`config.mk`:
```
export PLATFORM = sky130hd
export DESIGN_NAME = aou_div
export DESIGN_NICKNAME = d
export VERILOG_FILES = /design/src/sv/adam_optimizer_update_core_macros.svh /design/src/sv/aou_div.sv
export SDC_FILE = /design/constraint.sdc
export NUM_CORES = 2
export LEC_CHECK = 0
export BUFFER_PORTS_ARGS = -buffer_cell sky130_fd_sc_hd__clkbuf_2
export CORE_MARGIN = 2
export CORE_UTILIZATION = 40
export CTS_CLUSTER_SIZE = 20
export DETAILED_ROUTE_END_ITERATION = 8
export PLACE_DENSITY_LB_ADDON = 0.1
export SLEW_MARGIN = 10
export SYNTH_ARGS = -nofsm -noshare
export SYNTH_HDL_FRONTEND = slang
export SYNTH_SLANG_ARGS = --single-unit
```
`constraint.sdc`:
```
create_clock -name clk_i -period 9.1 [get_ports clk_i]
set_input_delay 1.82 -clock clk_i [delete_from_list [all_inputs] [get_ports clk_i]]
set_output_delay 1.82 -clock clk_i [all_outputs]
set_load 0.1 [all_outputs]
```
`src/sv/adam_optimizer_update_core_macros.svh`:
```
// Assertion macros for the Adam update core.
// Included by the files that carry concurrent checks; no other dependency.
`ifndef ADAM_OPTIMIZER_UPDATE_CORE_MACROS_SVH
`define ADAM_OPTIMIZER_UPDATE_CORE_MACROS_SVH
`ifndef ASSERT_OFF
// Check sampled on clk_i, masked while rst_ni is low
`define AOU_ASSERT(lbl, prop) \
  lbl: assert property (@(posedge clk_i) disable iff (!rst_ni) prop) \
    else $error("adam update core: check failed");
// Check sampled on clk_i that also holds during reset
`define AOU_ASSERT_ALWAYS(lbl, prop) \
  lbl: assert property (@(posedge clk_i) prop) \
    else $error("adam update core: check failed");
`else
`define AOU_ASSERT(lbl, prop)
`define AOU_ASSERT_ALWAYS(lbl, prop)
`endif
`endif

```
`src/sv/aou_div.sv`:
```
// Pipelined restoring divider, one quotient bit per stage, with sideband.
// Standalone; the caller guarantees the high numerator part is below the divisor.
module aou_div #(
  parameter int NUM_W  = 56,
  parameter int DEN_W  = 25,
  parameter int QUO_W  = 32,
  parameter int SIDE_W = 8
) (
  input  logic              clk_i,
  input  logic              rst_ni,
  input  logic              en_i,
  input  logic              vld_i,
  input  logic [NUM_W-1:0]  num_i,
  input  logic [DEN_W-1:0]  den_i,
  input  logic [SIDE_W-1:0] side_i,
  output logic              vld_o,
  output logic [QUO_W-1:0]  quo_o,
  output logic [SIDE_W-1:0] side_o
);

  logic [QUO_W-1:0]  vld_q;
  logic [DEN_W-1:0]  rem_q  [QUO_W];
  logic [QUO_W-1:0]  sh_q   [QUO_W];
  logic [DEN_W-1:0]  den_q  [QUO_W];
  logic [SIDE_W-1:0] side_q [QUO_W];

  for (genvar s = 0; s < QUO_W; s++) begin : g_stage
    logic              in_vld;
    logic [DEN_W-1:0]  in_rem;
    logic [QUO_W-1:0]  in_sh;
    logic [DEN_W-1:0]  in_den;
    logic [SIDE_W-1:0] in_side;
    logic [DEN_W:0]    trial;
    logic              ge;

    if (s == 0) begin : g_first
      assign in_vld  = vld_i;
      assign in_rem  = DEN_W'(num_i[NUM_W-1:QUO_W]);
      assign in_sh   = num_i[QUO_W-1:0];
      assign in_den  = den_i;
      assign in_side = side_i;
    end else begin : g_next
      assign in_vld  = vld_q[s-1];
      assign in_rem  = rem_q[s-1];
      assign in_sh   = sh_q[s-1];
      assign in_den  = den_q[s-1];
      assign in_side = side_q[s-1];
    end

    // shift in the next numerator bit, subtract when it fits
    assign trial = {in_rem, in_sh[QUO_W-1]};
    assign ge    = trial >= {1'b0, in_den};

    always_ff @(posedge clk_i or negedge rst_ni) begin
      if (!rst_ni) begin
        vld_q[s] <= 1'b0;
      end else if (en_i) begin
        vld_q[s] <= in_vld;
      end
    end

    always_ff @(posedge clk_i) begin
      if (en_i) begin
        rem_q[s]  <= ge ? DEN_W'(trial - {1'b0, in_den}) : DEN_W'(trial);
        sh_q[s]   <= {in_sh[QUO_W-2:0], ge};
        den_q[s]  <= in_den;
        side_q[s] <= in_side;
      end
    end
  end

  assign vld_o  = vld_q[QUO_W-1];
  assign quo_o  = sh_q[QUO_W-1];
  assign side_o = side_q[QUO_W-1];

endmodule

```
==> summary.txt <==
Outcome
  • Status: complete, no violations

Place
  • HPWL Detailed: 208 mm
  • Port buffer count: 133
  • Dpl cell area: 0.141 sq mm
  • GP Congestion: 0.899

Timing
  • RSZ-0062 raised after global routing: no
  • Worst Skew: 0.0435 ns
  • Final slew viol count: 0
  • Final Hold Fails: 0
  • Max Fclk: 0.216 GHz
  • Final setup vio count: 0
  • Fin crit share: 0.509
  • Normalized max-slew margin: 0.212
  • Worst Max-Slew Pin Slew: 1.17 ns
  • Sum of negative setup slack: 0 ns
  • Fin crit period: 4.63 ns

Clock tree
  • Clock H-tree levels: 5
  • CTS Buf Count: 326
  • Later-pin clock latency in the skew report: 0.93 ns
  • Post-CTS Resized: 0
  • Reg clk slew, reported paths: 0.06 ns
  • Clock Path Buffers: 4
  • CTS tree: built
  • CTS Root Cell: clkbuf_16
  • CTS Hold Bufs: 0
  • Setup bufs post-CTS: 0
  • CTS sink count: 2862

Power and ir drop
  • Logic pwr share: 0.373
  • Switching Fraction: 0.349
  • Internal: 0.0344 W
  • Sequential Power Share: 0.380
  • Clock share of power: 0.247
  • Leak: 59.0 nW
  • Pwr dens: 348 mW/mm^2
  • Net Sw Power: 0.0185 W
  • Worst vdd ir: 0.160 mV
  • Total power: 0.0529 W

Worst setup path
  • Critical path peak fanout: 40
  • Setup crit end kind: register
  • Crit path kind: reg -> reg
  • CP arrival: 5.29 ns
  • Required @ worst endpoint: 9.76 ns
  • Worst setup SP type: register

Layout
  • Multi-input gate area: 0.0445 sq mm
  • Final #Nets: 11.6k
  • Design Area, Final: 0.152 sq mm
  • Commonest cells after routing, fill and taps aside: 2830 x edfxtp_1, 1049 x inv_1, 800 x ha_1
  • FF+latch area: 0.0858 sq mm
  • Ratio of cells with drive above 1 in the final layout: 0.0922
  • Area grow syn2layout: 12.6%
  • Fill cell count: 30.2k
  • Most common cell after layout, fill and taps aside: edfxtp_1

Detailed routing
  • Final wirelength: 292 mm
  • Drt pass-1 iters: 6
  • # DRC: 0
  • Drt wl/cell: 18.8 um
  • Vias: 79.8k
  • Post-DRT Antenna Nets: 0
  • 1st-iter DRT viols: 5986
  • Vias per cell: 5.16

Synth
  • Mean Syn Cell Area: 13.0 sq um
  • Synth unique cells: 91
  • Seq/Total Area, Yosys: 0.636
  • Top cell type's share of synthesized area: 0.630
  • Syn_nets: 11.3k
  • Main synth FF type: edfxtp_1
  • Mapped cell area: 0.135 sq mm
  • Post-synth top area cell: edfxtp_1
  • Post-Synthesis Cells: 10.3k
  • FF+latch count, synth: 2862
  • Dominant cells by area after synthesis: edfxtp_1 63%, ha_1 7.4%, inv_1 2.9%, a21oi_1 2.5%, xnor2_1 2.5%
  • Ys Warns: 0
  • Synth async-reset ratio: 0.0112
  • EDFF count, synth: 2830

Floorplan
  • Chip width: 585 um
  • Height of the die: 585 um
  • Starting Density: 0.401
  • Die area: 0.342 sq mm
  • I/O Pins: 134
  • # rows: 213
  • Core area: 0.336 sq mm

Global routing
  • GRT Overall Usage: 0.168
  • First-pass GRT wire length: 456 mm
  • Number of global-route vias before repair: 79.2k
  • Pin count of the biggest net entering global routing: 213
  • Gr ovfl total: 0
  • Initial antenna violation count: 6

Min path
  • Worst hold path type: reg -> reg

Run
  • Max Cap Violations: 0
==> stage by stage <==
stage	setup slack (ns)	hold slack [ns]	utilization	cells
2_1_floorplan	4.79	0.400	-	10300
3_3_place_gp	4.04	0.400	0.420	14900
3_5_place_dp	4.17	0.405	0.420	14900
4_1_cts	4.51	0.399	0.452	15500
5_1_grt	4.13	0.405	0.452	15500
6_report	4.47	0.398	0.452	15500
==> kinds of logic (layout without fill, tap and decap cells) <==
logic type	after synthesis	count (layout)	synth area share
DFF	2862	2862	0.636
adders and majority gates	831	831	0.0788
muxes	291	291	0.0242
xor gates and xnor gates	626	626	0.0407
buffers and inverters	1219	1843	0.0345
other	0	2	0
and+or+nand+nor	2070	2070	0.0720
AOI/OAI and AO/OA	2436	2436	0.114
==> flip-flops by register name, summed over array words and instances, names as in the netlist <==
signal,cells
vld_o,1
den_q,775
sh_q,1024
g_stage.in_vld,31
side_q,256
rem_q,775
==> worst max-delay path, cell delays in order (launching register included) <==
cell and delay (ns):
edfxtp_1 0.40, inv_1 0.08, ha_1 0.16, inv_1 0.06
fa_1 0.42, a211oi_1 0.27, o21bai_1 0.15, a211oi_1 0.54
nor4b_1 0.20, o31ai_2 0.51, a21oi_1 0.20, a2111oi_4 0.57
buf_4 0.44, mux2_2 0.38
==> per-layer routing <==
metal / routed length [um] / vias up / GRT usage
li1: - / 39100 / -
met1: 131000 / 38700 / 0.225
met2: 142000 / 1498 / 0.286
met3: 11200 / 466 / 0.0205
met4: 7800 / 2 / 0.0483
met5: 17 / - / 0
==> worst paths after layout <==
kind / start / slack [ns] / endpoint / cells after the start
setup / recovery: sh_q[5][127] / 4.47 / rem_q[1][212] / 13
min in group asynchronous: rst_ni / 0.98 / g_stage[1].in_vld / 1
max in group asynchronous: rst_ni / 7.63 / g_stage[15].in_vld / 1
hold / removal: side_q[1][27] / 0.40 / side_q[2][3] / 0
setup reg to reg: sh_q[5][127] / 4.47 / rem_q[1][212] / 13
hold reg to reg: side_q[1][27] / 0.40 / side_q[2][3] / 0
==> power by group through the flow <==
stage / clock, W / combinational [W] / sequential, W
after floorplan: 0 / 0.0151 / 0.0195
after global placement: 0 / 0.0194 / 0.0205
after detailed placement: 0 / 0.0196 / 0.0205
after CTS: 0.0136 / 0.0198 / 0.0202
after global routing: 0.0141 / 0.0222 / 0.0204
final: 0.0131 / 0.0197 / 0.0201
==> cells in the mapped netlist, types with 40 or more instances <==
library cell,instances
o21a_1,99
xor2_1,245
and3_1,68
nor4_1,42
o21ai_0,664
o21bai_1,88
edfxtp_1,2830
o31ai_1,71
xnor2_1,381
ha_1,800
mux2_2,263
nand4_1,100
nor2b_1,82
a21oi_1,674
a21o_1,311
clkbuf_1,117
a31oi_1,72
or3_1,40
nand2_1,696
a211oi_1,81
nand2b_1,92
inv_1,1049
nor3_1,136
nor2_1,524
nand3_1,143
==> layout make-up <==
class	count	share of cell area
sequential	2862	0.565
multi-input combinational	6254	0.293
clock buffer	388	0.0555
tap	4515	0.0372
inverter	1051	0.0260
clock inverter	209	0.0146
timing repair buffer	195	0.00886
antenna	2	0.0000329
(Power assumes the default switching activity.)
